$ cat config.mk
export PLATFORM = sky130hd
export DESIGN_NAME = ws_extension_offer_validator_flat
export DESIGN_NICKNAME = d
export VERILOG_FILES = /design/src/rtl/wseov_pkg.sv /design/src/rtl/wseov_item_if.sv /design/src/rtl/wseov_result_if.sv /design/src/rtl/ws_extension_offer_validator.sv /design/src/rtl/wseov_parser_step.sv /design/src/flat_wrapper.sv
export SDC_FILE = /design/constraint.sdc
export NUM_CORES = 1
export LEC_CHECK = 0
export BUFFER_PORTS_ARGS = -buffer_cell sky130_fd_sc_hd__buf_2
export CAP_MARGIN = 20
export CORE_ASPECT_RATIO = 0.8
export CORE_MARGIN = 4
export CORE_UTILIZATION = 58
export CTS_CLUSTER_SIZE = 24
export DETAILED_ROUTE_END_ITERATION = 8
export GPL_ROUTABILITY_DRIVEN = 0
export PLACE_DENSITY = 0.82
export SYNTH_ARGS = -nofsm -noshare
export SYNTH_HDL_FRONTEND = slang
export SYNTH_SLANG_ARGS = --single-unit
$ cat constraint.sdc
create_clock -name clk -period 8.79 [get_ports clk]
set_input_delay 1.3185 -clock clk [delete_from_list [all_inputs] [get_ports clk]]
set_output_delay 1.3185 -clock clk [all_outputs]
set_load 0.01 [all_outputs]
$ cat src/rtl/wseov_pkg.sv
`timescale 1ns / 1ps
// ============================================================================
// wseov_pkg
// Shared types, codes and character classes for the extension offer checker.
// ============================================================================
package wseov_pkg;

    typedef enum logic [1:0] {
        KIND_BYTE        = 2'd0,
        KIND_FIELD_END   = 2'd1,
        KIND_SECTION_END = 2'd2,
        KIND_UNUSED      = 2'd3
    } kind_t;

    typedef enum logic [3:0] {
        PH_ELEM   = 4'd0,
        PH_EXT    = 4'd1,
        PH_AFTER  = 4'd2,
        PH_PSTART = 4'd3,
        PH_PNAME  = 4'd4,
        PH_APNAME = 4'd5,
        PH_VSTART = 4'd6,
        PH_VTOKEN = 4'd7,
        PH_QUOTED = 4'd8,
        PH_QESC   = 4'd9
    } phase_t;

    typedef struct packed {
        phase_t parse_phase;
        logic   quoted_nonempty;
        logic   seen_field;
        logic   named_extension;
        logic   syntax_failed;
    } parse_state_t;

    localparam parse_state_t STATE_RESET = '{
        parse_phase:     PH_ELEM,
        quoted_nonempty: 1'b0,
        seen_field:      1'b0,
        named_extension: 1'b0,
        syntax_failed:   1'b0
    };

    typedef struct packed {
        logic offers_valid;
        logic field_present;
    } result_t;

    localparam logic [7:0] CH_SPACE     = 8'h20;
    localparam logic [7:0] CH_TAB       = 8'h09;
    localparam logic [7:0] CH_COMMA     = 8'h2C;
    localparam logic [7:0] CH_SEMICOLON = 8'h3B;
    localparam logic [7:0] CH_EQUALS    = 8'h3D;
    localparam logic [7:0] CH_DQUOTE    = 8'h22;
    localparam logic [7:0] CH_BACKSLASH = 8'h5C;

    function automatic logic is_tchar(input logic [7:0] c);
        logic alnum;
        logic special;
        alnum = (c >= 8'h30 && c <= 8'h39) || (c >= 8'h61 && c <= 8'h7A) ||
                (c >= 8'h41 && c <= 8'h5A);
        case (c)
            8'h21, 8'h23, 8'h24, 8'h25, 8'h26, 8'h27, 8'h2A, 8'h2B,
            8'h2D, 8'h2E, 8'h5E, 8'h5F, 8'h60, 8'h7C, 8'h7E: special = 1'b1;
            default: special = 1'b0;
        endcase
        return alnum || special;
    endfunction

    function automatic logic is_ows(input logic [7:0] c);
        return (c == CH_SPACE) || (c == CH_TAB);
    endfunction

endpackage

$ cat src/rtl/wseov_item_if.sv
`timescale 1ns / 1ps
// ============================================================================
// wseov_item_if
// Input channel: one header byte or a field or section boundary marker.
// ============================================================================
interface wseov_item_if;
    logic       valid;
    logic       ready;
    logic [1:0] kind;
    logic [7:0] value_byte;

    modport source (output valid, output kind, output value_byte, input ready);
    modport sink (input valid, input kind, input value_byte, output ready);
endinterface

$ cat src/rtl/wseov_result_if.sv
`timescale 1ns / 1ps
// ============================================================================
// wseov_result_if
// Output channel: the verdict for one completed header section.
// ============================================================================
interface wseov_result_if;
    logic valid;
    logic ready;
    logic offers_valid;
    logic field_present;

    modport source (output valid, output offers_valid, output field_present, input ready);
    modport sink (input valid, input offers_valid, input field_present, output ready);
endinterface

$ cat src/rtl/ws_extension_offer_validator.sv
`timescale 1ns / 1ps
// ============================================================================
// ws_extension_offer_validator
// Syntax check of Sec-WebSocket-Extensions field values over one header section.
// ============================================================================
// Path: a section-end transaction accepted into the input register loads the result
// register when it advances, and its verdict is then offered on the result channel.
// Throughput: one transaction per cycle; the grammar step is a single pass of
// logic between the input register and the parser state register. A section end
// waits in the input register only while an earlier verdict has not been taken.
// Reset: rst_n clears the valid flags and the parser state at once.
module ws_extension_offer_validator (
    input  logic                  clk,
    input  logic                  rst_n,
    wseov_item_if.sink            item,
    wseov_result_if.source        result
);

    logic                    stage_valid_reg;
    logic [1:0]              stage_kind_reg;
    logic [7:0]              stage_byte_reg;
    wseov_pkg::parse_state_t state_reg;
    wseov_pkg::parse_state_t state_next;
    logic                    out_valid_reg;
    wseov_pkg::result_t      out_reg;
    wseov_pkg::result_t      step_result;
    logic                    step_emit;
    logic                    advance;
    logic                    load_out;

    wseov_parser_step u_step (
        .state      (state_reg),
        .kind       (stage_kind_reg),
        .value_byte (stage_byte_reg),
        .state_next (state_next),
        .emit       (step_emit),
        .result     (step_result)
    );

    assign advance  = stage_valid_reg && (!step_emit || !out_valid_reg || result.ready);
    assign load_out = advance && step_emit;

    assign item.ready           = !stage_valid_reg || advance;
    assign result.valid         = out_valid_reg;
    assign result.offers_valid  = out_reg.offers_valid;
    assign result.field_present = out_reg.field_present;

    always_ff @(posedge clk or negedge rst_n)
    begin
        if (!rst_n) begin
            stage_valid_reg <= 1'b0;
            state_reg       <= wseov_pkg::STATE_RESET;
            out_valid_reg   <= 1'b0;
        end else begin
            if (item.ready) begin
                stage_valid_reg <= item.valid;
            end
            if (advance) begin
                state_reg <= state_next;
            end
            if (load_out) begin
                out_valid_reg <= 1'b1;
            end else if (result.ready) begin
                out_valid_reg <= 1'b0;
            end
        end
    end

    always_ff @(posedge clk)
    begin
        if (item.valid && item.ready) begin
            stage_kind_reg <= item.kind;
            stage_byte_reg <= item.value_byte;
        end
        if (load_out) begin
            out_reg <= step_result;
        end
    end

    a_section_emits: assert property (@(posedge clk) disable iff (!rst_n)
        load_out |=> out_valid_reg)
        else $error("Section end did not produce a result transaction.");

    a_section_clears: assert property (@(posedge clk) disable iff (!rst_n)
        load_out |=> (state_reg.parse_phase == wseov_pkg::PH_ELEM) &&
                     !state_reg.seen_field && !state_reg.syntax_failed &&
                     !state_reg.named_extension)
        else $error("Parser state was not cleared after a section end.");

    a_failure_sticky: assert property (@(posedge clk) disable iff (!rst_n)
        (state_reg.syntax_failed && !load_out) |=> state_reg.syntax_failed)
        else $error("Syntax failure cleared before the section ended.");

    a_absent_is_valid: assert property (@(posedge clk) disable iff (!rst_n)
        (load_out && !step_result.field_present && !state_reg.syntax_failed)
        |=> out_reg.offers_valid)
        else $error("Section without extension fields reported as invalid.");

endmodule

$ cat src/rtl/wseov_parser_step.sv
`timescale 1ns / 1ps
// ============================================================================
// wseov_parser_step
// Next-state and result logic of the extension-list grammar for one item.
// ============================================================================
module wseov_parser_step (
    input  wseov_pkg::parse_state_t state,
    input  logic [1:0]              kind,
    input  logic [7:0]              value_byte,
    output wseov_pkg::parse_state_t state_next,
    output logic                    emit,
    output wseov_pkg::result_t      result
);

    function automatic wseov_pkg::parse_state_t after_byte(
        input wseov_pkg::parse_state_t s,
        input logic [7:0]              c,
        input logic                    eq_ok
    );
        wseov_pkg::parse_state_t r;
        r = s;
        if (wseov_pkg::is_ows(c)) begin
            r = s;
        end else if (c == wseov_pkg::CH_COMMA) begin
            r.parse_phase = wseov_pkg::PH_ELEM;
        end else if (c == wseov_pkg::CH_SEMICOLON) begin
            r.parse_phase = wseov_pkg::PH_PSTART;
        end else if (eq_ok && c == wseov_pkg::CH_EQUALS) begin
            r.parse_phase = wseov_pkg::PH_VSTART;
        end else begin
            r.syntax_failed = 1'b1;
        end
        return r;
    endfunction

    function automatic wseov_pkg::parse_state_t take_byte(
        input wseov_pkg::parse_state_t s,
        input logic [7:0]              c
    );
        wseov_pkg::parse_state_t r;
        logic                    tc;
        r  = s;
        tc = wseov_pkg::is_tchar(c);
        case (s.parse_phase)
            wseov_pkg::PH_ELEM:
            begin
                if (wseov_pkg::is_ows(c) || c == wseov_pkg::CH_COMMA) begin
                    r = s;
                end else if (tc) begin
                    r.named_extension = 1'b1;
                    r.parse_phase     = wseov_pkg::PH_EXT;
                end else begin
                    r.syntax_failed = 1'b1;
                end
            end
            wseov_pkg::PH_EXT, wseov_pkg::PH_VTOKEN:
            begin
                if (!tc) begin
                    r.parse_phase = wseov_pkg::PH_AFTER;
                    r = after_byte(r, c, 1'b0);
                end
            end
            wseov_pkg::PH_AFTER:
            begin
                r = after_byte(s, c, 1'b0);
            end
            wseov_pkg::PH_PSTART:
            begin
                if (tc) begin
                    r.parse_phase = wseov_pkg::PH_PNAME;
                end else if (!wseov_pkg::is_ows(c)) begin
                    r.syntax_failed = 1'b1;
                end
            end
            wseov_pkg::PH_PNAME:
            begin
                if (!tc) begin
                    r.parse_phase = wseov_pkg::PH_APNAME;
                    r = after_byte(r, c, 1'b1);
                end
            end
            wseov_pkg::PH_APNAME:
            begin
                r = after_byte(s, c, 1'b1);
            end
            wseov_pkg::PH_VSTART:
            begin
                if (c == wseov_pkg::CH_DQUOTE) begin
                    r.quoted_nonempty = 1'b0;
                    r.parse_phase     = wseov_pkg::PH_QUOTED;
                end else if (tc) begin
                    r.parse_phase = wseov_pkg::PH_VTOKEN;
                end else if (!wseov_pkg::is_ows(c)) begin
                    r.syntax_failed = 1'b1;
                end
            end
            wseov_pkg::PH_QUOTED:
            begin
                if (c == wseov_pkg::CH_DQUOTE) begin
                    if (s.quoted_nonempty) begin
                        r.parse_phase = wseov_pkg::PH_AFTER;
                    end else begin
                        r.syntax_failed = 1'b1;
                    end
                end else if (c == wseov_pkg::CH_BACKSLASH) begin
                    r.parse_phase = wseov_pkg::PH_QESC;
                end else if (tc) begin
                    r.quoted_nonempty = 1'b1;
                end else begin
                    r.syntax_failed = 1'b1;
                end
            end
            wseov_pkg::PH_QESC:
            begin
                if (tc) begin
                    r.quoted_nonempty = 1'b1;
                    r.parse_phase     = wseov_pkg::PH_QUOTED;
                end else begin
                    r.syntax_failed = 1'b1;
                end
            end
            default:
            begin
                r.syntax_failed = 1'b1;
            end
        endcase
        return r;
    endfunction

    function automatic wseov_pkg::parse_state_t end_field(
        input wseov_pkg::parse_state_t s
    );
        wseov_pkg::parse_state_t r;
        r = s;
        if (!s.syntax_failed) begin
            case (s.parse_phase)
                wseov_pkg::PH_ELEM, wseov_pkg::PH_EXT, wseov_pkg::PH_AFTER,
                wseov_pkg::PH_PNAME, wseov_pkg::PH_APNAME, wseov_pkg::PH_VTOKEN:
                begin
                    r.syntax_failed = 1'b0;
                end
                default:
                begin
                    r.syntax_failed = 1'b1;
                end
            endcase
        end
        r.parse_phase     = wseov_pkg::PH_ELEM;
        r.quoted_nonempty = 1'b0;
        return r;
    endfunction

    wseov_pkg::parse_state_t closed;

    always_comb
    begin
        state_next           = state;
        emit                 = 1'b0;
        closed               = end_field(state);
        result.offers_valid  = !closed.syntax_failed &&
                               (!closed.seen_field || closed.named_extension);
        result.field_present = closed.seen_field;
        case (kind)
            wseov_pkg::KIND_BYTE:
            begin
                if (!state.syntax_failed) begin
                    state_next = take_byte(state, value_byte);
                end
                state_next.seen_field = 1'b1;
            end
            wseov_pkg::KIND_FIELD_END:
            begin
                state_next            = closed;
                state_next.seen_field = 1'b1;
            end
            wseov_pkg::KIND_SECTION_END:
            begin
                state_next = wseov_pkg::STATE_RESET;
                emit       = 1'b1;
            end
            default:
            begin
                state_next = state;
            end
        endcase
    end

endmodule
$ cat src/flat_wrapper.sv
// flat-port wrapper written by rule: the top's interface ports become plain ports
module ws_extension_offer_validator_flat 
  (clk, rst_n, item_valid, item_kind, item_value_byte, item_ready, result_valid, result_offers_valid, result_field_present, result_ready);
  wseov_item_if item_i ();
  wseov_result_if result_i ();
  input  logic clk;
  input  logic rst_n;
  input wire logic [$bits(item_i.valid)-1:0] item_valid;
  input wire logic [$bits(item_i.kind)-1:0] item_kind;
  input wire logic [$bits(item_i.value_byte)-1:0] item_value_byte;
  output wire logic [$bits(item_i.ready)-1:0] item_ready;
  output wire logic [$bits(result_i.valid)-1:0] result_valid;
  output wire logic [$bits(result_i.offers_valid)-1:0] result_offers_valid;
  output wire logic [$bits(result_i.field_present)-1:0] result_field_present;
  input wire logic [$bits(result_i.ready)-1:0] result_ready;
  assign item_i.valid = item_valid;
  assign item_i.kind = item_kind;
  assign item_i.value_byte = item_value_byte;
  assign item_ready = item_i.ready;
  assign result_valid = result_i.valid;
  assign result_offers_valid = result_i.offers_valid;
  assign result_field_present = result_i.field_present;
  assign result_i.ready = result_ready;
  ws_extension_offer_validator u_core (.clk(clk), .rst_n(rst_n), .item(item_i), .result(result_i));
endmodule
==> metrics <==
run status finished, final reports clean; Total GRT Usage 0.203; CORE AREA 3110 µm²; Relative slew margins 0.528; hold crit path type reg -> reg; die area 4230 µm²; area leader, netlist edfxtp_1; Synth Net Count 224; most common cell in the netlist nor2_1; Bufs and invs on worst path 1; worst-path cell chain buf_2 > o31ai_1 > or2_0 > or3_1 > or4_1 > a21o_1 > o22ai_2 > mux2_1; antenna-violating nets left 0; vias per cell 6.36; total negative slack 0 ns; main area contributors after synthesis edfxtp_1, dfrtp_1, clkbuf_8, a21oi_1, nor2_1; Sw Ratio 0.331; Max IR drop VDD 0.130 mV; total wire length 4.03 mm; H-Tree Depth 1; Synth Register Bits 22; maxcap violations 0; Layout Skew 0.00474 ns; diode count 0; reg2reg start u_core.stage_byte_reg[7]; largest net degree at the start of global routing 25; CTS root buffer clkbuf_8; sequential-to-total area share from yosys stat 0.324; arrival time at the worst endpoint 3.46 ns; TritonCTS clock tree done; initial antenna violation count 0; cts repair resizes 0; Post-synth EDFFs 12; Detailed Place HPWL 2.94 mm; leakage power 0.000703 µW; Crit Path Max Fanout 6; combinational share of power 0.279; Row Count 18; vias in the first global route 1447; # IOs 18; Synth top cells by count nor2_1, nand2_1, a21oi_1; final non-filler cell total 254; path length in cells of the critical path 8; hold endpoint u_core.result.field_present; Slew Viols, Final 0; R2R Setup Slk 5.77 ns; share of cells above drive strength 1 0.168; global-route wire length before repair 6.78 mm; internal power 188 µW; Top FF cell, synth edfxtp_1; Pwr Density 148 nW/µm²; RR Endpoint u_core.state_reg[5]; initial core utilization 0.606; Flop pwr share 0.500; Worst-Skew Late Latency 0.26 ns; Layout area overhead 0.930%; CP Launch Type primary input; grt ovf 0; via count 1616; P_sw 93.2 µW; chip height 59.0 µm; Post CTS Setup Buffer Count 0; Ys Warns 0; maximum clock frequency 301 MHz; worst reg2reg path depth 8; Mapped Cells 206; Critical Path RT 8.93 ns; CP endpoint kind flip-flop; CP delay by family, top simple AND/OR/NAND/NOR gates; Netlist cell types 63; Final Hold Viols 0; DR pass1 iterations 5; crit path time final 3.32 ns; Clock power frac 0.221; Post-Syn Area per Cell 9.14 µm²; Tcrit/Tclk final 0.378; Slew @ Worst Pin 0.708 ns; Inst Count DP 250; WS Path Type in -> reg; synthesized area 1880 µm²; initial DRC count 250; final setup fails 0; PortBufs 17; wire per inst 15.9 µm; top-area cell type share of the netlist area 0.191; Final #Nets 233; Hold Path Origin u_core.state_reg[2]; Die X-Extent 71.7 µm; RSZ-0062 raised after global routing no; CTS Buffer Depth 2; Crit path largest cell delay 0.42 ns; CP max-delay cell or4_1; Num CTS Buffers 3; Cells on Worst Hold Path 0; hold buffers post-CTS 0; DRC 0; Worst-path clk slew 0.07 ns; Synth async-reset ratio 0.455; CTS sink count 22
==> power by group through the flow <==
| stage | Sequential [µW] | Clock, µW | Combinational (µW) |
|---|---|---|---|
| 5_1_grt | 143 | 66.9 | 87.0 |
| 3_5_place_dp | 142 | 0 | 76.8 |
| 6_report | 141 | 62.3 | 78.5 |
| 4_1_cts | 140 | 64.2 | 77.3 |
| 3_3_place_gp | 142 | 0 | 76.0 |
| 2_1_floorplan | 129 | 0 | 82.4 |
==> cells in the final DEF, fill, tap and decap left out, types with 2 or more instances in the layout <==
cell type   n
o31ai_1     4
nor4b_2     2
or3_1       4
nor4b_1     3
o211ai_1    2
or4_1       3
nand3_1     7
nor2_1     19
inv_1       8
dfrtp_1    10
a31oi_1     5
xnor2_1     2
a21oi_1    15
buf_2      17
clkbuf_8    3
nor3_1      8
nor3b_1     2
mux2_2      2
and2_1      3
mux2i_1     4
ha_1        4
o21ai_0     9
o22ai_1     2
edfxtp_1   12
maj3_1      2
xor2_1      2
nand2_1    18
mux2_1      3
nand2b_1    4
nand4_1     4
==> per-layer routing <==
layer / wire (µm) / global-route usage
met1: 1950 / 0.305
met2: 1730 / 0.312
met3: 292 / 0.0205
met4: 53 / 0.0590
met5: 0 / 0
==> worst max-delay path by stage <==
stage,start,slack [ns],to
6_report,result_ready,5.47,u_core.state_reg[5]
3_3_place_gp,result_ready,5.31,u_core.state_reg[5]
3_5_place_dp,result_ready,5.19,u_core.state_reg[5]
2_1_floorplan,result_ready,5.44,u_core.state_reg[4]
5_1_grt,result_ready,5.37,u_core.state_reg[5]
4_1_cts,result_ready,5.48,u_core.state_reg[5]
==> kinds of logic (layout without fill, tap and decap cells) <==
logic type | after synthesis | in the layout | synth area share
muxes | 9 | 9 | 0.0512
DFF | 22 | 22 | 0.324
AOI/OAI and AO/OA | 51 | 51 | 0.179
buffers and inverters | 22 | 30 | 0.104
and+or+nand+nor | 92 | 92 | 0.285
adders and majority gates | 6 | 6 | 0.0372
xor gates and xnor gates | 4 | 4 | 0.0186
==> stage by stage <==
step	total power (µW)	worst slack (ns)	util	cell area (µm²)	hold slack [ns]
2_1_floorplan	211	5.44	-	1880	0.447
5_1_grt	297	5.37	0.612	1900	0.503
3_5_place_dp	219	5.19	0.597	1860	0.461
3_3_place_gp	218	5.31	0.597	1860	0.476
4_1_cts	282	5.48	0.612	1900	0.490
6_report	282	5.47	0.612	1900	0.487
==> area by class of cell <==
class / instances / area (µm²)
flip-flops and latches: 22 / 611
well taps: 40 / 50.0
fillers: 273 / 1210
inverters: 9 / 33.8
multi-input cells: 162 / 1080
repair buffers: 17 / 85.1
clock buffers: 4 / 45.0
Note: power is estimated with default switching activity, not from simulation.
